$ cat src/rtl/core/pbcr_pkg.sv
// Shared types and constants for the planar bitplane color remap block.
// No dependencies; the rtl/core files other than pbcr_ram refer to it by scoped names.
`default_nettype none

package pbcr_pkg;

  localparam int PLANE_FIELDS    = 8;
  localparam int PIXELS_PER_WORD = 16;
  localparam int WORD_W          = 16;
  localparam int COLOR_W         = 8;
  localparam int DEPTH_W         = 4;
  localparam int QUEUE_DEPTH     = 2;
  // each map copy serves two pixels through its two read ports
  localparam int MAP_COPIES      = PIXELS_PER_WORD / 2;

  typedef enum logic {
    OP_SWAP  = 1'b0,
    OP_REMAP = 1'b1
  } op_t;

  typedef logic [WORD_W-1:0] word_t;

  typedef struct packed {
    op_t                        op;
    logic [COLOR_W-1:0]         first_color;
    logic [COLOR_W-1:0]         second_color;
    logic [DEPTH_W-1:0]         depth;
    word_t [PLANE_FIELDS-1:0]   words;
  } item_t;

  typedef enum logic [1:0] {
    STAGE_EMPTY,
    STAGE_REMAP,
    STAGE_SWAP_A,
    STAGE_SWAP_B
  } stage_state_t;

endpackage

`default_nettype wire

$ cat src/rtl/core/pbcr_front.sv
// Front end: holds the truncate register, accepts items and classifies them.
// Depends on pbcr_pkg; feeds pbcr_queue with items that carry the effective depth.
`default_nettype none

module pbcr_front #(
  parameter int MAX_PLANES = 8
) (
  input  wire logic                                              clk,
  input  wire logic                                              rst,
  input  wire logic                                              cfg_valid,
  output logic                                                   cfg_ready,
  input  wire logic [pbcr_pkg::DEPTH_W-1:0]                      cfg_data,
  input  wire logic                                              item_valid,
  output logic                                                   item_stall,
  input  wire logic                                              operation,
  input  wire logic [pbcr_pkg::COLOR_W-1:0]                      first_color,
  input  wire logic [pbcr_pkg::COLOR_W-1:0]                      second_color,
  input  wire logic [pbcr_pkg::DEPTH_W-1:0]                      image_depth,
  input  wire pbcr_pkg::word_t [pbcr_pkg::PLANE_FIELDS-1:0]      plane_words,
  input  wire logic                                              queue_full,
  output logic                                                   push_valid,
  output pbcr_pkg::item_t                                        push_item
);

  localparam int DEPTH_W = pbcr_pkg::DEPTH_W;
  localparam logic [DEPTH_W-1:0] MAX_DEPTH = DEPTH_W'(MAX_PLANES);

  logic [DEPTH_W-1:0] truncate_depth;
  logic [DEPTH_W-1:0] eff_depth;

  assign cfg_ready = 1'b1;

  always_ff @(posedge clk) begin
    if (rst) begin
      truncate_depth <= '0;
    end else if (cfg_valid && cfg_ready) begin
      truncate_depth <= cfg_data;
    end
  end

  // clamp to the register, then to the plane count the map holds
  always_comb begin
    eff_depth = image_depth;
    if (truncate_depth != '0 && eff_depth > truncate_depth) begin
      eff_depth = truncate_depth;
    end
    if (eff_depth > MAX_DEPTH) begin
      eff_depth = MAX_DEPTH;
    end
  end

  assign item_stall = queue_full;
  assign push_valid = item_valid && !queue_full;

  always_comb begin
    push_item              = '0;
    push_item.op           = pbcr_pkg::op_t'(operation);
    push_item.first_color  = first_color;
    push_item.second_color = second_color;
    push_item.depth        = eff_depth;
    push_item.words        = plane_words;
  end

endmodule

`default_nettype wire

$ cat config.mk
export PLATFORM = sky130hd
export DESIGN_NAME = pbcr_front
export DESIGN_NICKNAME = d
export VERILOG_FILES = /design/src/rtl/core/pbcr_pkg.sv /design/src/rtl/core/pbcr_front.sv
export SDC_FILE = /design/constraint.sdc
export NUM_CORES = 1
export LEC_CHECK = 0
export ABC_CLOCK_PERIOD_IN_PS = 4780
export BUFFER_PORTS_ARGS = -buffer_cell sky130_fd_sc_hd__buf_2
export CAP_MARGIN = 5
export CORE_AREA = 2 2 122 124
export CTS_CLUSTER_SIZE = 16
export DETAILED_ROUTE_END_ITERATION = 6
export DIE_AREA = 0 0 124 126
export PLACE_DENSITY_LB_ADDON = 0.08
export SLEW_MARGIN = 40
export SYNTH_ARGS = -nofsm -noshare
export SYNTH_HDL_FRONTEND = slang
export SYNTH_SLANG_ARGS = --single-unit
$ cat constraint.sdc
create_clock -name clk -period 4.78 [get_ports clk]
set_input_delay 0.956 -clock clk [delete_from_list [all_inputs] [get_ports clk]]
set_output_delay 0.956 -clock clk [all_outputs]
set_load 0.005 [all_outputs]
==> impl_results.rst, run 1 <==
.. list-table::
   :header-rows: 1

   * - Metric
     - Value
   * - Global-route wire length before repair
     - 3815 µm
   * - Total detailed-routing wirelength
     - 2869 µm
   * - Number of flip-flops in the largest register
     - 4
   * - TritonCTS clock tree
     - yes
   * - Count of buffers from port buffering
     - 18
   * - Netlist area before placement
     - 1465 µm²
   * - Adder-cell area share of the yosys netlist
     - 3.416%
   * - Initial DRC count
     - 5
   * - Number of hold violations in the final report
     - 0
   * - Logic depth of the worst register-to-register path
     - 2
   * - Fraction of synthesis flops using an asynchronous set or reset pin
     - 0%
   * - Part of the cycle the worst path needs
     - 72.31%
   * - Distinct cell type count after synthesis
     - 19
   * - Cells after DPL
     - 241
   * - Number of H-tree levels
     - 1
   * - P per Cell Area
     - 278.1 nW/µm²
   * - Reg2reg start
     - truncate_depth[3]
   * - Fraction of synthesized cell area in xor and xnor cells
     - 0%
   * - Family with the most delay on the worst path
     - compound AO/OA/AOI/OAI gates
   * - Origin of the worst setup path
     - image_depth[2]
   * - Area of the placeable core
     - 14310 µm²
   * - HP Start
     - truncate_depth[1]
   * - Highest clock rate
     - 289.3 MHz
   * - Unrepaired setup endpoints after global routing
     - false
   * - I/O pins
     - 310
   * - Combined buffer and inverter count along the critical path
     - 2
   * - Gate Count Post-Synth
     - 187
   * - GRT Residual Overflow
     - 0
   * - Initial standard-cell utilization of the core
     - 10.24%
   * - DIE WIDTH
     - 124 µm
   * - Slowest stage cell, crit path
     - sky130_fd_sc_hd__ha_1
   * - Die span in y
     - 126 µm
   * - Hold Crit Class
     - reg -> reg
   * - Sinks on Clock Net
     - 4
   * - Largest vdd supply drop
     - 0.1114 mV
   * - Top flop regs
     - truncate_depth: 4 flops
   * - Initial antenna violation count
     - 1
   * - Clock latency on the worst-skew pair
     - 0.22 ns
   * - Total number of placement rows
     - 44
   * - Hold Path Stages
     - 2
   * - Post-route DRC
     - 0
   * - Pin count of the biggest net entering global routing
     - 7
   * - Post-synthesis compound-gate area fraction
     - 4.355%
   * - WP data arrival
     - 2.50 ns
   * - Sequential fraction of the synthesis area
     - 5.465%
   * - Ordered cell list for the critical path
     - buf_2 > ha_1 > and3b_4 > a2111oi_4 > nor2_1 > o32ai_1 > buf_2
   * - Resized cells post-CTS
     - 0
   * - Post-Synth Simple-Gate Area
     - 6.917%
   * - Slowest cell delay on critical path
     - 0.35 ns
   * - Layout cells sized above 1
     - 41.67%
   * - Combinational family with the most area after synthesis
     - buffers and inverters
   * - Total routing usage reported by global routing
     - 3.378%
   * - Summed negative setup slack over all endpoints
     - 0 ns
   * - Startpoint-to-endpoint class of the critical path
     - in -> out
   * - Finished Core Util
     - 5.280%
   * - # setup viols final
     - 0
   * - Top reg by flops
     - truncate_depth
   * - Worst hold margin
     - 0.5446 ns
   * - Share of synthesized area spent on multiplexers
     - 2.733%
   * - Yosys synthesis warning count
     - 0
   * - Post-Place Worst Slack
     - 1.313 ns
   * - Hpwl dp
     - 2426 µm
   * - Clock Skew
     - 0 ns
   * - Detailed-route wire length per cell
     - 11.71 µm
   * - Routability cong.
     - 0.6294
   * - Worst-case setup margin in the final layout
     - 1.324 ns
   * - Primary flip-flop cell chosen by synthesis mapping
     - sky130_fd_sc_hd__dfxtp_1
   * - Hold buffer count at cts
     - 0
   * - Result of the run
     - complete, no violations
   * - Worst EP required
     - 3.82 ns
   * - Kind of end point of the critical path
     - primary output
   * - Full die area
     - 15620 µm²
   * - Syn Nets
     - 349
   * - Final critical-path required period
     - 3.456 ns
   * - Total stage count of the critical path
     - 7
   * - Total power after layout
     - 0.2102 mW
   * - Average footprint of a synthesized cell
     - 7.835 µm²
   * - Fin cells
     - 245
   * - Vias in the first global route
     - 630
   * - Net count of the finished layout
     - 224
   * - Number of iterations in the first detailed-routing pass
     - 2
   * - Total non-filler cell area in the finished layout
     - 755.7 µm²
   * - Number of flops mapped to enable cells by yosys
     - 0
   * - Number of register bits inferred by synthesis
     - 4
   * - Root cell of the clock tree
     - sky130_fd_sc_hd__clkbuf_16
   * - Most prevalent standard cell on the critical path
     - sky130_fd_sc_hd__buf_2
   * - Number of buffers inserted during clock tree synthesis
     - 3
   * - Max Root-Sink Buffers
     - 2
   * - Routed vias
     - 533
   * - Type of element launching the critical path
     - primary input
   * - Post-CTS Setup Inserts
     - 0
   * - Layout overhead on the synthesized area
     - -48.42%
   * - Clock slew at the register clock pins of the worst setup and hold paths
     - 0.03 ns
   * - Placed Instance Area
     - 678.2 µm²
   * - Vias/cell
     - 2.176
   * - Post-route antenna net violation count
     - 0
   * - Number of max-slew violations in the final report
     - 0
   * - Leakage power total
     - 0.2669 nW
   * - Crit-path max FO
     - 3
   * - Max-cap viol count
     - 0
cells in the mapped netlist, types with 2 or more instances:
| cell type | instances | area [µm²] |
|---|---|---|
| sky130_fd_sc_hd__buf_4 | 147 | 1104 |
| sky130_fd_sc_hd__dfxtp_1 | 4 | 80.08 |
| sky130_fd_sc_hd__ha_1 | 4 | 50.05 |
| sky130_fd_sc_hd__inv_1 | 5 | 18.77 |
| sky130_fd_sc_hd__mux2i_1 | 4 | 40.04 |
| sky130_fd_sc_hd__nand2b_1 | 3 | 18.77 |
| sky130_fd_sc_hd__nor2_1 | 5 | 18.77 |
| sky130_fd_sc_hd__o21ai_0 | 2 | 10.01 |
| sky130_fd_sc_hd__o32ai_1 | 3 | 26.28 |
cells in the final DEF, fill, tap and decap left out, types with 2 or more instances in the layout:
cell type                   count
sky130_fd_sc_hd__o21ai_0        2
sky130_fd_sc_hd__nand2b_1       3
sky130_fd_sc_hd__dfxtp_1        4
sky130_fd_sc_hd__ha_1           4
sky130_fd_sc_hd__nor2_1         5
sky130_fd_sc_hd__buf_2         18
sky130_fd_sc_hd__mux2i_1        4
sky130_fd_sc_hd__o32ai_1        3
sky130_fd_sc_hd__clkbuf_16      3
sky130_fd_sc_hd__inv_1          5
kinds of logic (layout without fill, tap and decap cells):
logic type,Yosys count,after routing
muxes,4,4
buffers and inverters,153,26
adders and majority gates,4,4
AOI/OAI and AO/OA,6,6
other,1,2
DFF,4,4
and+or+nand+nor,15,15
final timing paths:
check / endpoint / slack (ns)
worst min-delay path: truncate_depth[1] / 0.54
worst max-delay path: push_item[130] / 1.32
worst max register to register: truncate_depth[3] / 4.07
worst min register to register: truncate_depth[1] / 0.54
area by class of cell:
type / count / area (µm²)
well taps: 184 / 230.2
inverters: 5 / 18.77
fillers: 1698 / 13560
multi-input cells: 30 / 259.0
repair buffers: 18 / 90.09
flip-flops and latches: 4 / 80.08
diodes: 1 / 2.502
clock buffers: 3 / 75.07
power by group:
group	internal, mW	leakage, nW	switching [mW]
Combinational	0.0216	0.197	0.0225
Sequential	0.0357	0.0330	0.00255
Clock	0.107	0.0370	0.0212
Total	0.164	0.267	0.0463
worst reg2reg max path: stages (launching register included):
cell and delay, ns:
sky130_fd_sc_hd__dfxtp_1 0.45, sky130_fd_sc_hd__mux2i_1 0.11, sky130_fd_sc_hd__nor2_1 0.08
metal layers:
layer / vias up / GRT usage, % / wire length [µm]
li1: 185 / - / -
met1: 212 / 1.859 / 648
met2: 58 / 4.622 / 1184
met3: 78 / 1.721 / 434
met4: 0 / 7.601 / 602
met5: - / 0 / 0
Power figures use the tool's default switching activity.
==> inputs of run 2 (changes only) <==
ABC_CLOCK_PERIOD_IN_PS = 2900   (was 4780)
CORE_AREA = 2 2 120 122   (was 2 2 122 124)
DIE_AREA = 0 0 122 124   (was 0 0 124 126)
clock period = 2.9 ns   (was 4.78 ns; I/O delays follow)
==> run 2 against run 1 <==
  * Setup slack lost 1.3 ns
  * Core utilization grew 0.23 points
  * Clock skew is the same
  * Power grew 66%
  * Sequential share of layout area is the same
  * Final area is the same
  * Largest power group unchanged
  * Die area shrank 3.2%
  * Critical path depth is the same
  * Final cell count shrank 1.6%
  * Critical endpoint unchanged
  * Sequential power grew 64%
==> impl_results.rst, run 2 (synthesized netlist as in run 1, its figures left out) <==
.. list-table::
   :header-rows: 1

   * - Metric
     - Value
   * - Result of the run
     - complete, no violations
   * - Filler Cell Count
     - 1616
   * - Leakage power total
     - 0.2721 nW
   * - Clock latency on the worst-skew pair
     - 0.22 ns
   * - Met3 demand-to-capacity share in global routing
     - 2.015%
   * - Number of H-tree levels
     - 1
   * - Global-route wire length before repair
     - 3732 µm
   * - Clock slew at the register clock pins of the worst setup and hold paths
     - 0.03 ns
   * - Vias in the first global route
     - 666
   * - Root cell of the clock tree
     - sky130_fd_sc_hd__clkbuf_16
   * - Highest clock rate
     - 353.7 MHz
   * - Most frequent standard cell in the layout excluding fill and tap cells
     - sky130_fd_sc_hd__buf_2
   * - Commonest cells after routing, fill and taps aside
     - sky130_fd_sc_hd__buf_2 (18), sky130_fd_sc_hd__inv_1 (5), sky130_fd_sc_hd__nor2_1 (5)
   * - Total detailed-routing wirelength
     - 2783 µm
   * - Post-Place Worst Slack
     - 0.1073 ns
   * - Routed vias
     - 560
   * - Summed negative setup slack over all endpoints
     - 0 ns
   * - FF-to-FF End
     - truncate_depth[3]
   * - Met1 usage in global routing
     - 1.812%
   * - Hold Path Stages
     - 2
   * - Final critical-path required period
     - 2.827 ns
   * - Total routing usage reported by global routing
     - 3.394%
   * - P per Cell Area
     - 462.1 nW/µm²
   * - Finished Core Util
     - 5.508%
   * - Number of max-slew violations in the final report
     - 0
   * - Max Root-Sink Buffers
     - 2
   * - Reg2reg start
     - truncate_depth[3]
   * - Routability cong.
     - 0.6019
   * - Origin of the worst setup path
     - truncate_depth[2]
   * - Layout cells sized above 1
     - 42.62%
   * - Hold buffer count at cts
     - 0
   * - Initial DRC count
     - 8
   * - Post-route antenna net violation count
     - 0
   * - Clock Skew
     - 0 ns
   * - Worst setup slack for register-to-register paths
     - 2.14 ns
   * - WP data arrival
     - 2.25 ns
   * - GRT Residual Overflow
     - 0
   * - Type of element launching the critical path
     - flip-flop
   * - Initial antenna violation count
     - 0
   * - Fin cells
     - 241
   * - TritonCTS clock tree
     - yes
   * - Total power after layout
     - 0.3492 mW
   * - Worst hold margin
     - 0.5658 ns
   * - Endpoint of the worst hold-timing path
     - truncate_depth[1]
   * - Placed Instance Area
     - 680.7 µm²
   * - Number of iterations in the first detailed-routing pass
     - 2
   * - Worst EP required
     - 2.32 ns
   * - Worst-case setup margin in the final layout
     - 0.07310 ns
   * - Top reg by flops
     - truncate_depth
   * - Total number of placement rows
     - 43
   * - Kind of end point of the critical path
     - primary output
   * - Actual slew at the worst max-slew pin
     - 0.5946 ns
   * - Top flop regs
     - truncate_depth: 4 flops
   * - Logic depth of the worst register-to-register path
     - 3
   * - Vias/cell
     - 2.324
   * - Slew headroom
     - 60.24%
   * - Max-cap viol count
     - 0
   * - Post-route DRC
     - 0
   * - Initial standard-cell utilization of the core
     - 10.68%
   * - Largest vdd supply drop
     - 0.1847 mV
   * - Cells after DPL
     - 238
   * - Hold Crit Class
     - reg -> reg
   * - Die span in y
     - 124 µm
   * - Pin count of the biggest net entering global routing
     - 6
   * - Met2 Use GR
     - 4.923%
   * - Sinks on Clock Net
     - 4
   * - Count of buffers from port buffering
     - 18
   * - Detailed-route wire length per cell
     - 11.55 µm
   * - Crit-path max FO
     - 4
   * - Number of flip-flops in the largest register
     - 4
   * - Most used routing layer in global routing
     - met4
   * - Net count of the finished layout
     - 225
   * - Area of the placeable core
     - 13720 µm²
   * - Hpwl dp
     - 2454 µm
   * - Part of the cycle the worst path needs
     - 97.48%
   * - Total non-filler cell area in the finished layout
     - 755.7 µm²
   * - Antenna cells
     - 0
   * - Full die area
     - 15130 µm²
   * - Layout overhead on the synthesized area
     - -48.42%
   * - Number of hold violations in the final report
     - 0
   * - I/O pins
     - 310
   * - Resized cells post-CTS
     - 0
   * - # setup viols final
     - 0
   * - Unrepaired setup endpoints after global routing
     - false
   * - Number of buffers inserted during clock tree synthesis
     - 3
   * - Post-CTS Setup Inserts
     - 0
   * - Startpoint-to-endpoint class of the critical path
     - reg -> out
   * - HP Start
     - truncate_depth[1]
   * - DIE WIDTH
     - 122 µm
## run 2: cell types whose count changed in the layout (fill, tap and decap cells not counted)
cell	before	now
sky130_fd_sc_hd__buf_4	0	1
sky130_fd_sc_hd__diode_2	1	0
## run 2: layout make-up
cell class | instances | area (µm²) | share of cell area [%]
clock buffers | 3 | 75.07 | 9.934
repair buffers | 19 | 97.59 | 12.91
flip-flops and latches | 4 | 80.08 | 10.60
well taps | 180 | 225.2 | 29.80
multi-input cells | 30 | 259.0 | 34.27
inverters | 5 | 18.77 | 2.483
## run 2: critical path, cell delays in order, from the launching register on
cell and delay (ns):
sky130_fd_sc_hd__dfxtp_1 0.39, sky130_fd_sc_hd__inv_1 0.09, sky130_fd_sc_hd__ha_1 0.35, sky130_fd_sc_hd__and3b_4 0.22
sky130_fd_sc_hd__a2111oi_4 0.05, sky130_fd_sc_hd__nand3b_4 0.18, sky130_fd_sc_hd__o32ai_1 0.52, sky130_fd_sc_hd__buf_2 0.22
## run 2: where the power goes
part | switching (mW) | internal (mW) | leakage [nW]
registers | 0.00395 | 0.0588 | 0.0330
clock network | 0.0351 | 0.176 | 0.0370
logic | 0.0393 | 0.0362 | 0.202
total | 0.0784 | 0.271 | 0.272
## run 2: per-layer routing
layer	vias to the layer above	part of all wire (%)
met5	-	0
met4	0	19
met3	72	16
met2	74	44
met1	230	20
li1	184	-
## run 2: how the worst max path moves through the flow
stage                                end  slack, ns  cells after the start
after floorplan           push_item[131]       0.62                      5
after global placement    push_item[130]       0.10                      7
after detailed placement  push_item[130]       0.11                      7
after CTS                 push_item[130]       0.09                      7
after global routing      push_item[130]       0.06                      7
final                     push_item[130]       0.07                      7
