`config.mk`:
```
export PLATFORM = sky130hd
export DESIGN_NAME = pbcr_queue
export DESIGN_NICKNAME = d
export VERILOG_FILES = /design/src/rtl/core/pbcr_pkg.sv /design/src/rtl/core/pbcr_queue.sv
export SDC_FILE = /design/constraint.sdc
export NUM_CORES = 1
export LEC_CHECK = 0
export ABC_AREA = 0
export BUFFER_PORTS_ARGS = -buffer_cell sky130_fd_sc_hd__buf_2
export CELL_PAD_IN_SITES_DETAIL_PLACEMENT = 0
export CELL_PAD_IN_SITES_GLOBAL_PLACEMENT = 1
export CORE_MARGIN = 3
export CORE_UTILIZATION = 45
export DETAILED_ROUTE_END_ITERATION = 10
export MAX_ROUTING_LAYER = met4
export PLACE_DENSITY_LB_ADDON = 0.1
export SKIP_LAST_GASP = 1
export SYNTH_ARGS = -nofsm -noshare
export SYNTH_HDL_FRONTEND = slang
export SYNTH_SLANG_ARGS = --single-unit
```
`constraint.sdc`:
```
create_clock -name clk -period 6 [get_ports clk]
set_clock_uncertainty 0.1 [all_clocks]
set_input_delay 0 -clock clk [delete_from_list [all_inputs] [get_ports clk]]
set_output_delay 0 -clock clk [all_outputs]
set_load 0.05 [all_outputs]
```
`src/rtl/core/pbcr_pkg.sv`:
```
// Shared types and constants for the planar bitplane color remap block.
// No dependencies; the rtl/core files other than pbcr_ram refer to it by scoped names.
`default_nettype none

package pbcr_pkg;

  localparam int PLANE_FIELDS    = 8;
  localparam int PIXELS_PER_WORD = 16;
  localparam int WORD_W          = 16;
  localparam int COLOR_W         = 8;
  localparam int DEPTH_W         = 4;
  localparam int QUEUE_DEPTH     = 2;
  // each map copy serves two pixels through its two read ports
  localparam int MAP_COPIES      = PIXELS_PER_WORD / 2;

  typedef enum logic {
    OP_SWAP  = 1'b0,
    OP_REMAP = 1'b1
  } op_t;

  typedef logic [WORD_W-1:0] word_t;

  typedef struct packed {
    op_t                        op;
    logic [COLOR_W-1:0]         first_color;
    logic [COLOR_W-1:0]         second_color;
    logic [DEPTH_W-1:0]         depth;
    word_t [PLANE_FIELDS-1:0]   words;
  } item_t;

  typedef enum logic [1:0] {
    STAGE_EMPTY,
    STAGE_REMAP,
    STAGE_SWAP_A,
    STAGE_SWAP_B
  } stage_state_t;

endpackage

`default_nettype wire

```
`src/rtl/core/pbcr_queue.sv`:
```
// Short FIFO of classified items between the front end and the execution back end.
// Depends on pbcr_pkg for the item type and queue depth.
`default_nettype none

module pbcr_queue (
  input  wire logic             clk,
  input  wire logic             rst,
  input  wire logic             push_valid,
  input  wire pbcr_pkg::item_t  push_item,
  output logic                  full,
  output logic                  pop_valid,
  output pbcr_pkg::item_t       pop_item,
  input  wire logic             pop
);

  localparam int DEPTH = pbcr_pkg::QUEUE_DEPTH;
  localparam int PTR_W = (DEPTH > 1) ? $clog2(DEPTH) : 1;
  localparam int CNT_W = $clog2(DEPTH + 1);

  pbcr_pkg::item_t    slots [DEPTH];
  logic [PTR_W-1:0]   wr_ptr;
  logic [PTR_W-1:0]   rd_ptr;
  logic [CNT_W-1:0]   count;
  logic               do_push;
  logic               do_pop;

  assign full      = (count == CNT_W'(DEPTH));
  assign pop_valid = (count != '0);
  assign pop_item  = slots[rd_ptr];
  assign do_push   = push_valid && !full;
  assign do_pop    = pop && pop_valid;

  always_ff @(posedge clk) begin
    if (do_push) begin
      slots[wr_ptr] <= push_item;
    end
  end

  always_ff @(posedge clk) begin
    if (rst) begin
      wr_ptr <= '0;
      rd_ptr <= '0;
      count  <= '0;
    end else begin
      if (do_push) begin
        wr_ptr <= (wr_ptr == PTR_W'(DEPTH - 1)) ? '0 : wr_ptr + 1'b1;
      end
      if (do_pop) begin
        rd_ptr <= (rd_ptr == PTR_W'(DEPTH - 1)) ? '0 : rd_ptr + 1'b1;
      end
      if (do_push && !do_pop) begin
        count <= count + 1'b1;
      end else if (do_pop && !do_push) begin
        count <= count - 1'b1;
      end
    end
  end

endmodule

`default_nettype wire

```
==> results of run 1 <==
-- final cells by class --
cell class | count | area [um2]
clock buffers | 48 | 924.6
clock inverters | 10 | 50.05
fillers | 1801 | 8915
inverters | 2 | 12.51
multi-input cells | 167 | 2170
flip-flops and latches | 303 | 9052
well taps | 324 | 405.4
repair buffers | 460 | 3075
-- state kept, by name, indices dropped and copies added, names as in the netlist, named ones only --
name    count
slots     298
count       2
rd_ptr      1
wr_ptr      1
-- routing by layer --
metal,share of wire,up-vias,routed length [um]
li1,-,2905,-
met1,0.38,2972,8950
met2,0.50,238,11630
met3,0.091,48,2124
met4,0.025,0,593
met5,0,-,0
-- logic make-up (layout without fill, tap and decap cells) --
| logic type | count (synthesis) | after routing | synth area share |
|---|---|---|---|
| flops | 303 | 303 | 0.7940 |
| buf+inv | 19 | 520 | 0.01581 |
| xor+xnor | 3 | 3 | 0.002306 |
| mux | 149 | 149 | 0.1805 |
| compound gates | 5 | 5 | 0.002196 |
| simple gates | 9 | 9 | 0.004063 |
| fa+ha+maj | 1 | 1 | 0.001098 |
-- timing repair --
action | 4_1_cts | 5_1_grt
hold endpoints to repair | 303 | 0
setup buffers | 0 | 0
hold buffers | 152 | 0
endpoints found under the setup margin | 0 | 0
-- how the worst min path moves through the flow --
stage | end | slack [ns]
floorplan | count[1] | -0.03
global placement | slots[0][118] | 0.09
detailed placement | slots[1][9] | 0.09
CTS | count[0] | 0.01
global route | count[0] | 0.12
finish | count[0] | 0.03
-- where the power goes --
part	switching, uW	internal (uW)
clock network	736	1070
registers	95.7	2670
logic	1810	835
total	2640	4570
-- placed cells by master (no fill, tap or decap), types with 3 or more instances in the layout --
cell                            netlist  routed
sky130_fd_sc_hd__nor2_1               4       4
sky130_fd_sc_hd__dfxtp_1              5       4
sky130_fd_sc_hd__buf_2                3     303
sky130_fd_sc_hd__edfxtp_1           298     298
sky130_fd_sc_hd__dlygate4sd3_1        0     152
sky130_fd_sc_hd__xor2_1               3       3
sky130_fd_sc_hd__buf_4                0       5
sky130_fd_sc_hd__clkbuf_16            0      35
sky130_fd_sc_hd__mux2_2              48      48
sky130_fd_sc_hd__clkinv_1             0       6
sky130_fd_sc_hd__clkbuf_1             0      13
sky130_fd_sc_hd__mux2_4             101     101
sky130_fd_sc_hd__o21ai_0              3       3
-- critical path, stage by stage (launching register included) --
cell and delay, ns:
sky130_fd_sc_hd__dfxtp_1 0.41, sky130_fd_sc_hd__nor2b_1 0.10, sky130_fd_sc_hd__or3_1 0.40, sky130_fd_sc_hd__inv_6 0.56
sky130_fd_sc_hd__buf_4 0.78
-- synth_stat cells (all sizes together) --
| library cell | n | share of area |
|---|---|---|
| xor2 | 3 | 0.0023 |
| and2 | 1 | 0.00055 |
| dfxtp | 5 | 0.0088 |
| a21oi | 2 | 0.00088 |
| nor2 | 4 | 0.0013 |
| o21ai | 3 | 0.0013 |
| mux2 | 149 | 0.18 |
| edfxtp | 298 | 0.79 |
| buf | 17 | 0.015 |
| ha | 1 | 0.0011 |
| nor2b | 1 | 0.00055 |
| inv | 2 | 0.00066 |
| or3 | 2 | 0.0011 |
| or2 | 1 | 0.00055 |
-- per-stage QoR --
stage                     hold WS [ns]  utilization
final                          0.02964       0.6377
after global placement         0.08672       0.5362
after detailed placement       0.09141       0.5362
after global routing            0.1167       0.6377
after CTS                      0.01413       0.6377
after floorplan               -0.03093            -
==> summary.md, run 1 <==
| Metric | Value |
|---|---|
| Share of cells above drive strength 1 | 0.5051 |
| Maximum number of pins on one net before global-route repair | 87 |
| Count of buffers from port buffering | 303 |
| Layout overhead on the synthesized area | 37.68% |
| Sequential area share after synthesis | 0.7940 |
| Maximum clock frequency | 343.0 MHz |
| Total Die Area | ~0.027 mm2 |
| Initial Utilization | 0.4632 |
| Total CTS buffers | 34 |
| H-Tree Depth | 2 |
| Final antenna-violating net count | 0 |
| Nets | 1,122 |
| Number of max-slew violations in the final report | 0 |
| Post-Place Worst Slack | between 3 and 4 ns |
| Final standard cell area without fillers | about 0.016 mm2 |
| Post-synth net total | 643 |
| Startpoint of the lowest-slack hold path | push_valid |
| Crit Path Category | flop to flop |
| Setup ws final | between 3 and 4 ns |
| Hold-critical path depth | 6 |
| Total power per unit cell area | roughly 460 mW/mm2 |
| Total instance count after detailed placement | approximately 1,100 |
| Flop2flop setup slack | about 3.1 ns |
| Startpoint Class | flop |
| Tightest Hold Check Type | input pin to flop |
| CTS tree | yes |
| Detailed Route WL | between 20,000 and 25,000 um |
| Run status | complete, no violations |
| Clock sink count | 303 |
| Max cap viols | 0 |
| DR DRC count | 0 |
| Root buffer cell | sky130_fd_sc_hd__clkbuf_16 |
| Synth unique cells | 16 |
| Worst reg2reg endpoint | slots[0][32] |
| Top Usage Layer GRT | met2 |
| Synth Cell Area | 0.01140 mm2 |
| Critical path endpoint category | flop |
| Worst-case headroom to the max-slew limit | 0.2482 |
| Ratio of routed vias to standard cells | 4.690 |
| Number of global-route vias before repair | about 6,700 |
| Initial antenna violation count | 0 |
| Iteration-0 DRC Markers | 358 |
| Met1 track demand over resource in global routing | 0.1951 |
| DPL Wire Length | roughly 15,000 um |
| Met2 track demand over resource in global routing | 0.2887 |
| Final period util | 0.4859 |
| Overall power after layout | about 7200 uW |
| Crit path arrival time | 2.92 ns |
| ANT cells | 0 |
| Peak VDD IR | roughly 0.35 mV |
| Floorplan core area | approximately 0.025 mm2 |
| Final global-route overflow total | 0 |
| Capturing instance or port of the critical path | slots[0][32] |
| Global-route wire length before repair | around 35,000 um |
| Instance area at placement | ~0.013 mm2 |
| Met3 routing resource usage after global routing | 0.05338 |
| Startpoint of the worst setup timing path | count[0] |
| Global-route usage over all layers | 0.1703 |
| GP Congestion | 0.7737 |
| Vias | a little over 6,000 |
| Routed length per instance | 17.73 um |
| Final Instance Count excl. Fillers | roughly 1,300 |
| Count of pins on the block boundary | between 300 and 400 |
| X dimension of the die | around 170 um |
| Hold violation total from the final report | 0 |
| Syn Area/Cell | between 20 and 25 um2 |
| Worst endpoint required time | 6.01 ns |
| Setup Viol. Count Final | 0 |
| Worst Path Max Fanout | between 80 and 90 |
| Detailed-router iteration count before antenna repair | 4 |
| DIE HEIGHT | around 170 um |
| Leak Pwr | a little over 0.006 uW |
| Post-Route Setup TNS | 0 ns |
| Max Buffers Root-to-Sink | 3 |
| Reg-to-reg startpoint | count[0] |
| Unrepaired setup endpoints after global routing | false |
| Worst R2R Path Depth | 4 |
| Synthesis warning total | 0 |
| Count of mapped cells out of synthesis | approximately 490 |
| Measured slew at the worst slew-check pin | ~1.1 ns |
| Post-route minimum period | around 3 ns |
| Number of core rows | 57 |
| Later-pin clock latency in the skew report | just under 0.5 ns |
| Clock-pin slew of the registers on the worst-case setup and hold paths | 0.05 ns |
| Post_cts resized | 0 |
| Seq cells post-synth | a little over 300 |
Power figures use the tool's default switching activity.
==> run 2: changes to the inputs <==
--- a/config.mk
+++ b/config.mk
@@ -5,12 +5,12 @@
 export SDC_FILE = /design/constraint.sdc
 export NUM_CORES = 1
 export LEC_CHECK = 0
-export ABC_AREA = 0
+export ABC_AREA = 1
 export BUFFER_PORTS_ARGS = -buffer_cell sky130_fd_sc_hd__buf_2
 export CELL_PAD_IN_SITES_DETAIL_PLACEMENT = 0
 export CELL_PAD_IN_SITES_GLOBAL_PLACEMENT = 1
 export CORE_MARGIN = 3
-export CORE_UTILIZATION = 45
+export CORE_UTILIZATION = 40
 export DETAILED_ROUTE_END_ITERATION = 10
 export MAX_ROUTING_LAYER = met4
 export PLACE_DENSITY_LB_ADDON = 0.1
==> constraint.sdc (replaced) <==
create_clock -name clk -period 2.54 [get_ports clk]
set_clock_uncertainty 0.1 [all_clocks]
set_input_delay 0 -clock clk [delete_from_list [all_inputs] [get_ports clk]]
set_output_delay 0 -clock clk [all_outputs]
set_load 0.05 [all_outputs]
==> run 2 against run 1 <==
Net effect: sequential share of layout area fell by 1.3 points; hold slack improved by 0.091 ns; sequential cell count did not move; final cell count rose by 5.9%; via count rose by 2.4%; power rose by 130%; register-to-register slack got worse by 2.2 ns; worst setup slack got worse by 2.8 ns; combinational power rose by 120%; die area rose by 12%; critical path type is now flop to primary output; largest cell class unchanged; largest power group unchanged.
==> summary.md, run 2 <==
| Metric | Value |
|---|---|
| Sequential Power Share | 0.390 (+0.007) |
| Flip-flop count of the largest register, all copies and words added | 298 (unchanged) |
| Maximum number of pins on one net before global-route repair | 97 (+11%) |
| DPL Wire Length | 15,910 um (+7.0%) |
| Tightest Hold Check Type | input pin to flop |
| DR DRC count | 0 (unchanged) |
| Comb pwr share | 0.339 (-0.028) |
| Number of global-route vias before repair | 6,856 (+2.6%) |
| Final Instance Count excl. Fillers | 1,391 (+5.9%) |
| Count of pins on the block boundary | 304 (unchanged) |
| Routed length per instance | 17.57 um (-0.91%) |
| Synth Cell Area | 0.01142 mm2 (+0.20%) |
| Count of buffers from port buffering | 303 (unchanged) |
| Root buffer cell | sky130_fd_sc_hd__clkbuf_16 |
| Switch share | 0.3521 (-0.01407) |
| Async set or reset register ratio after synthesis | 0 (unchanged) |
| Most common cell after layout, fill and taps aside | sky130_fd_sc_hd__buf_2 |
| Global-route wire length before repair | 37,470 um (+8.1%) |
| Leading cell type by number of instances after synthesis | sky130_fd_sc_hd__edfxtp_1 |
| Worst R2R Path Depth | 4 (unchanged) |
| Total instance count after detailed placement | 1,175 (+6.4%) |
| Hold EP | slots[0][6] |
| Share of cells above drive strength 1 | 0.5074 (+0.002368) |
| Final global-route overflow total | 0 (unchanged) |
| Number of max-slew violations in the final report | 0 (unchanged) |
| Iteration-0 DRC Markers | 299 (-16%) |
| CTS tree | yes |
| Psw | 5936 uW (+120%) |
| Critical path endpoint category | primary output |
| Number of hold buffers added after CTS | 153 (+0.66%) |
| Hold violation total from the final report | 0 (unchanged) |
| Largest registers | slots x298, count x2 |
| DIE HEIGHT | 175.0 um (+5.9%) |
| Detailed Route WL | 24,440 um (+4.9%) |
| Cell internal power dissipation | 10,920 uW (+140%) |
| X dimension of the die | 175.0 um (+5.9%) |
| Total Die Area | 0.03061 mm2 (+12%) |
| Initial antenna violation count | 2 (+2) |
| Total power per unit cell area | 1050 mW/mm2 (+130%) |
| Flop2flop setup slack | 0.88 ns (-2.20 ns) |
| Number of fillers in the final layout | 2,192 (+22%) |
| Leading post-synthesis cells by cell area | sky130_fd_sc_hd__edfxtp_1 (78%), sky130_fd_sc_hd__mux2_4 (13%), sky130_fd_sc_hd__mux2_2 (4.7%) |
| Sequential area share after synthesis | 0.7925 (-0.001566) |
| Fraction of power consumed by the clock network | 0.271 (+0.020) |
| Startpoint Class | flop |
| Total CTS buffers | 34 (unchanged) |
| Max Buffers Root-to-Sink | 3 (unchanged) |
| GP Congestion | 0.7507 (-3.0%) |
| Vias | 6,311 (+2.4%) |
| Overall power after layout | 16,860 uW (+130%) |
| Ratio of routed vias to standard cells | 4.537 (-3.3%) |
| Layout overhead on the synthesized area | 40.62% |
| Clock sink count | 303 (unchanged) |
| Worst Path Max Fanout | 32 (-63%) |
| Initial Utilization | 0.4088 (-0.05440) |
| Most used flip-flop cell after synthesis | sky130_fd_sc_hd__edfxtp_1 |
| Post_cts resized | 0 (unchanged) |
| Sequential cell area | 0.009055 mm2 (about the same) |
| Instance area at placement | 0.01347 mm2 (+2.1%) |
| Crit Path Category | flop to primary output |
| Peak VDD IR | 0.6495 mV (+85%) |
| Global-route usage over all layers | 0.1614 (-0.008815) |
| Final standard cell area without fillers | 0.01606 mm2 (+2.3%) |
| Post-CTS setup-driven buffer insertion count | 0 (unchanged) |
| Reg-to-reg startpoint | count[1] |
| Worst reg2reg endpoint | slots[0][96] |
| Clock-pin slew of the registers on the worst-case setup and hold paths | 0.06 ns (about the same) |
| Later-pin clock latency in the skew report | 0.50 ns (about the same) |
| Seq cells post-synth | 303 (unchanged) |
| Floorplan core area | 0.02793 mm2 (+14%) |
| Nets | 1,140 (+1.6%) |
| Biggest area consumer among synthesized cells | sky130_fd_sc_hd__edfxtp_1 |
| Worst endpoint required time | 2.44 ns (-3.57 ns) |
| Hold-critical path depth | 2 (-4) |
| Number of flops mapped to enable cells by yosys | 298 (unchanged) |
| Setup Viol. Count Final | 0 (unchanged) |
| Leading cell types in the layout, fill and taps excluded | sky130_fd_sc_hd__buf_2 (303), sky130_fd_sc_hd__edfxtp_1 (298), sky130_fd_sc_hd__dlygate4sd3_1 (153) |
| Synth unique cells | 14 (-2) |
| Post-route minimum period | 2.278 ns |
| Measured slew at the worst slew-check pin | 0.6657 ns (-0.4620 ns) |
| Post-synth net total | 655 (+1.9%) |
| Proportion of netlist area held by the largest area contributor | 0.7837 (-0.001549) |
| Combined area of the multi-input logic cells | 0.002193 mm2 (+1.1%) |
| Final period util | 0.8968 |
| Unrepaired setup endpoints after global routing | false |
| Run status | complete, no violations |
| Max cap viols | 0 (unchanged) |
| Worst-case headroom to the max-slew limit | 0.5562 (+0.3080) |
| Crit path arrival time | 2.18 ns (-0.74 ns) |
| Count of mapped cells out of synthesis | 501 (+2.5%) |
| Number of core rows | 61 (+7.0%) |
| Final antenna-violating net count | 0 (unchanged) |
| H-Tree Depth | 2 (unchanged) |
| Final core utilization | 0.5748 (-0.06288) |
| Synthesis warning total | 0 (unchanged) |
| Synth cell count leaders | sky130_fd_sc_hd__edfxtp_1 (298), sky130_fd_sc_hd__mux2_4 (101), sky130_fd_sc_hd__mux2_2 (48) |
| Syn Area/Cell | 22.79 um2 (-2.2%) |
| Maximum clock frequency | 439.0 MHz |
| Detailed-router iteration count before antenna repair | 6 (+2) |
| Leak Pwr | 0.006251 uW (+2.3%) |
| Startpoint of the lowest-slack hold path | push_item[6] |
| Register bank with the most flops | slots |
[run 2: worst max path at each step]
stage / slack (ns) / endpoint
6_report: 0.26 / pop_item[147]
5_1_grt: 0.15 / pop_item[133]
4_1_cts: 0.18 / pop_item[147]
3_5_place_dp: 0.73 / pop_item[147]
3_3_place_gp: 0.75 / pop_item[147]
2_1_floorplan: -0.66 / slots[0][0]
[run 2: critical path, stage by stage, from the launching register on]
cell and delay, ns:
sky130_fd_sc_hd__dfxtp_4 0.79, sky130_fd_sc_hd__buf_12 0.28, sky130_fd_sc_hd__mux2_2 0.38, sky130_fd_sc_hd__buf_2 0.22
[run 2: final cells by class]
class,instances,share of cell area
clock buffers,49,0.06047
inverters,8,0.001870
diodes,2,0.0003117
repair buffers,466,0.2023
multi-input cells,173,0.1366
flip-flops and latches,303,0.5639
well taps,378,0.02946
clock inverters,12,0.005065
[run 2: through the flow]
stage | setup WS, ns | setup TNS [ns] | hold slack [ns]
6_report | 0.2622 | 0 | 0.1202
3_5_place_dp | 0.7294 | 0 | 0.09067
4_1_cts | 0.1826 | 0 | 0.09523
2_1_floorplan | -0.6592 | -193.66 | -0.001131
3_3_place_gp | 0.7508 | 0 | 0.08779
5_1_grt | 0.1542 | 0 | 0.1062
[run 2: cell families (layout without fill, tap and decap cells)]
group | count (synthesis) | count (layout) | share of synthesized area
simple gates | 18 | 18 | 0.006356
mux | 149 | 149 | 0.1801
other cells | 0 | 2 | 0
compound gates | 5 | 5 | 0.002191
fa+ha+maj | 1 | 1 | 0.001096
buf+inv | 25 | 535 | 0.01775
flops | 303 | 303 | 0.7925
[run 2: routing by layer]
metal	up-vias	global-route usage	wire, um
li1	2952	-	-
met1	3069	0.1967	10010
met2	246	0.2594	11810
met3	44	0.05020	1997
met4	0	0.05120	623
met5	-	-	0
[run 2: power by group through the flow]
stage               Clock (uW)  Combinational (uW)  Sequential [uW]
global route              4930                5990             6640
global placement             0                5530             6650
floorplan                    0                4460             6590
detailed placement           0                5580             6690
CTS                       4700                5790             6580
finish                    4570                5720             6580
==> run 3: changes to the inputs <==
--- a/config.mk
+++ b/config.mk
@@ -5,7 +5,6 @@
 export SDC_FILE = /design/constraint.sdc
 export NUM_CORES = 1
 export LEC_CHECK = 0
-export ABC_AREA = 1
 export BUFFER_PORTS_ARGS = -buffer_cell sky130_fd_sc_hd__buf_2
 export CELL_PAD_IN_SITES_DETAIL_PLACEMENT = 0
 export CELL_PAD_IN_SITES_GLOBAL_PLACEMENT = 1
==> run 3 against run 2 <==
Net effect: die area shrank 0.19%; sequential power is 1% lower; sequential cell count did not move; routed wire length shrank 2.6%; via count is 2.2% lower; count of clock-buffer cells in the layout down 12; final cell count down 1.4%; worst setup slack worse by 0.0067 ns; fmax is 0.29% lower; core utilization is 0.77 points lower; first-iteration DRC count shrank 1.0%; critical path type unchanged.
==> summary.md, run 3 (synthesis gave the netlist of run 1 again) <==
| Metric | Value |
|---|---|
| Initial antenna violation count | 1 (-1) |
| Number of fillers in the final layout | 2,245 (+2.4%) |
| Flip-flop count of the largest register, all copies and words added | 298 (unchanged) |
| Register bank with the most flops | slots |
| Startpoint Class | flop |
| Run status | complete, no violations |
| Layout overhead on the synthesized area | 39.01% |
| Worst-case headroom to the max-slew limit | 0.6789 (+0.1227) |
| Leak Pwr | 0.006143 uW (-1.7%) |
| DR DRC count | 0 (unchanged) |
| Vias | 6,170 (-2.2%) |
| Most common cell after layout, fill and taps aside | sky130_fd_sc_hd__buf_2 |
| Number of core rows | 61 (unchanged) |
| Number of global-route vias before repair | 6,758 (-1.4%) |
| Post-route minimum period | 2.284 ns (+0.006658 ns) |
| Max cap viols | 0 (unchanged) |
| Number of max-slew violations in the final report | 0 (unchanged) |
| Ratio of routed vias to standard cells | 4.497 (-0.88%) |
| Detailed-router iteration count before antenna repair | 4 (-2) |
| Root buffer cell | sky130_fd_sc_hd__clkbuf_16 |
| Highest signal layer in the routed design | met4 |
| Maximum clock frequency | 437.7 MHz (-0.29%) |
| Post-Route Setup TNS | 0 ns (unchanged) |
| Worst endpoint required time | 2.44 ns (about the same) |
| Flop2flop setup slack | 0.66 ns (-0.22 ns) |
| Amount of wire on met2 after detailed routing | 11,650 um (-1.4%) |
| X dimension of the die | 174.8 um (about the same) |
| Routed length per instance | 17.34 um (-1.3%) |
| Switch share | 0.3718 (+0.01972) |
| Hold violation total from the final report | 0 (unchanged) |
| Sequential Power Share | 0.386 (-0.004) |
| Nets | 1,127 (-1.1%) |
| Floorplan core area | 0.02793 mm2 (unchanged) |
| Largest registers | slots x298, count x2 |
| Psw | 6262 uW (+5.5%) |
| Clock sink count | 303 (unchanged) |
| Worst Path Max Fanout | 26 (-19%) |
| Max Buffers Root-to-Sink | 3 (unchanged) |
| Count of pins on the block boundary | 304 (unchanged) |
| Final antenna-violating net count | 0 (unchanged) |
| Met1 Routed Length | 9903 um (-1.0%) |
| Global-route usage over all layers | 0.1545 (-0.006902) |
| H-Tree Depth | 1 (-1) |
| Worst path buffer plus inverter count | 3 (+1) |
| Comb pwr share | 0.381 (+0.042) |
| Maximum number of pins on one net before global-route repair | 71 (-27%) |
| Clock-pin slew of the registers on the worst-case setup and hold paths | 0.06 ns (about the same) |
| Detailed Route WL | 23,800 um (-2.6%) |
| Unrepaired setup endpoints after global routing | false |
| Setup Viol. Count Final | 0 (unchanged) |
| Iteration-0 DRC Markers | 296 (-1.0%) |
| Instance count on the critical path | 4 (+1) |
| Capturing instance or port of the critical path | pop_item[51] |
| Worst R2R Path Depth | 4 (unchanged) |
| CTS tree | yes |
| Peak VDD IR | 0.7013 mV (+8.0%) |
| Fraction of power consumed by the clock network | 0.233 (-0.038) |
| Delay of the slowest cell on the worst path | 0.56 ns (-0.23 ns) |
| Hold-critical path depth | 2 (unchanged) |
| Critical path endpoint category | primary output |
| Initial Utilization | 0.4080 (-0.0008062) |
| Total CTS buffers | 31 (-8.8%) |
| GP Congestion | 0.7360 (-2.0%) |
| Cell internal power dissipation | 10,580 uW (-3.1%) |
| Worst reg2reg endpoint | slots[1][69] |
| Crit path arrival time | 2.18 ns (about the same) |
| Leading cell types in the layout, fill and taps excluded | sky130_fd_sc_hd__buf_2 (303), sky130_fd_sc_hd__edfxtp_1 (298), sky130_fd_sc_hd__dlygate4sd3_1 (152) |
| Total power per unit cell area | 1063 mW/mm2 (+1.3%) |
| Share of cells above drive strength 1 | 0.5166 (+0.009198) |
| DPL Wire Length | 15,980 um (+0.42%) |
| Later-pin clock latency in the skew report | 0.54 ns (+0.04 ns) |
| Global-route wire length before repair | 36,380 um (-2.9%) |
| Final period util | 0.8994 (+0.002621) |
| Detail Route met3 WL | 1804 um (-9.7%) |
| Tightest Hold Check Type | input pin to flop |
| Top Family by Delay on Critical Path | buffers and inverters |
| DIE HEIGHT | 174.8 um (about the same) |
| Final core utilization | 0.5671 (-0.007704) |
| Cell type of the slowest stage on the worst timing path | sky130_fd_sc_hd__dfxtp_4 |
| Total Die Area | 0.03055 mm2 (-0.19%) |
| Measured slew at the worst slew-check pin | 0.4816 ns (-0.1841 ns) |
| Cell breakdown of the critical path | buf_12 > buf_4 > mux2_4 > buf_2 |
| Count of buffers from port buffering | 303 (unchanged) |
| Crit Path Category | flop to primary output |
| Final global-route overflow total | 0 (unchanged) |
| Reg-to-reg startpoint | count[1] |
-- run 3: cell count changes in the layout (fill, tap and decap cells not counted), sizes merged, moves of 2 or more --
cell,before,now
clkbuf,49,37
inv,8,1
nand2,7,0
clkinv,10,16
nor2,8,4
buf,313,316
xor2,0,3
nand3,2,0
or3,0,2
-- run 3: worst min-delay path by stage --
stage / startpoint / end
final: push_item[10] / slots[0][10]
after global routing: push_item[54] / slots[1][54]
after CTS: push_item[10] / slots[0][10]
after detailed placement: push_item[147] / slots[1][147]
after global placement: push_item[2] / slots[0][2]
after floorplan: rst / count[1]
-- run 3: power groups by stage --
stage | logic, uW | registers (uW) | clock network (uW)
after CTS | 6520 | 6500 | 4050
final | 6420 | 6490 | 3930
after detailed placement | 6310 | 6610 | 0
after global placement | 6280 | 6560 | 0
after floorplan | 5070 | 6550 | 0
after global routing | 6720 | 6550 | 4260
-- run 3: per-layer routing --
metal	GRT usage	vias to the layer above
met1	0.1902	3023
met5	-	-
met2	0.2583	203
met3	0.04281	39
li1	-	2905
met4	0.03225	0
-- run 3: cell type report --
class                           count  area (um2)  share of cell area
Inverter                            2       11.26           0.0007108
Multi-Input combinational cell    167        2182              0.1377
Antenna cell                        1       2.502           0.0001580
Timing Repair Buffer              468        3248              0.2050
Clock buffer                       37       798.3             0.05039
Sequential cell                   303        9055              0.5716
Clock inverter                     16       71.32            0.004502
Tap cell                          378       473.0             0.02986
-- run 3: metrics by stage --
| step | cells | hold WS, ns | setup slack [ns] | area, um2 | total power [uW] |
|---|---|---|---|---|---|
| final | 1372 | 0.08180 | 0.2556 | 15840 | 16840 |
| after CTS | 1371 | 0.04959 | 0.1929 | 15840 | 17070 |
| after floorplan | 489 | -0.03835 | -1.033 | 11420 | 11620 |
| after global placement | 1166 | 0.08690 | 0.7248 | 13450 | 12840 |
| after global routing | 1372 | 0.06219 | 0.1510 | 15840 | 17530 |
| after detailed placement | 1166 | 0.09101 | 0.6480 | 13450 | 12920 |
-- run 3: what timing repair did --
item	CTS	global route
resized for setup	0	0
hold buffers	152	0
buffers inserted	0	0
endpoints found under the hold margin	303	0
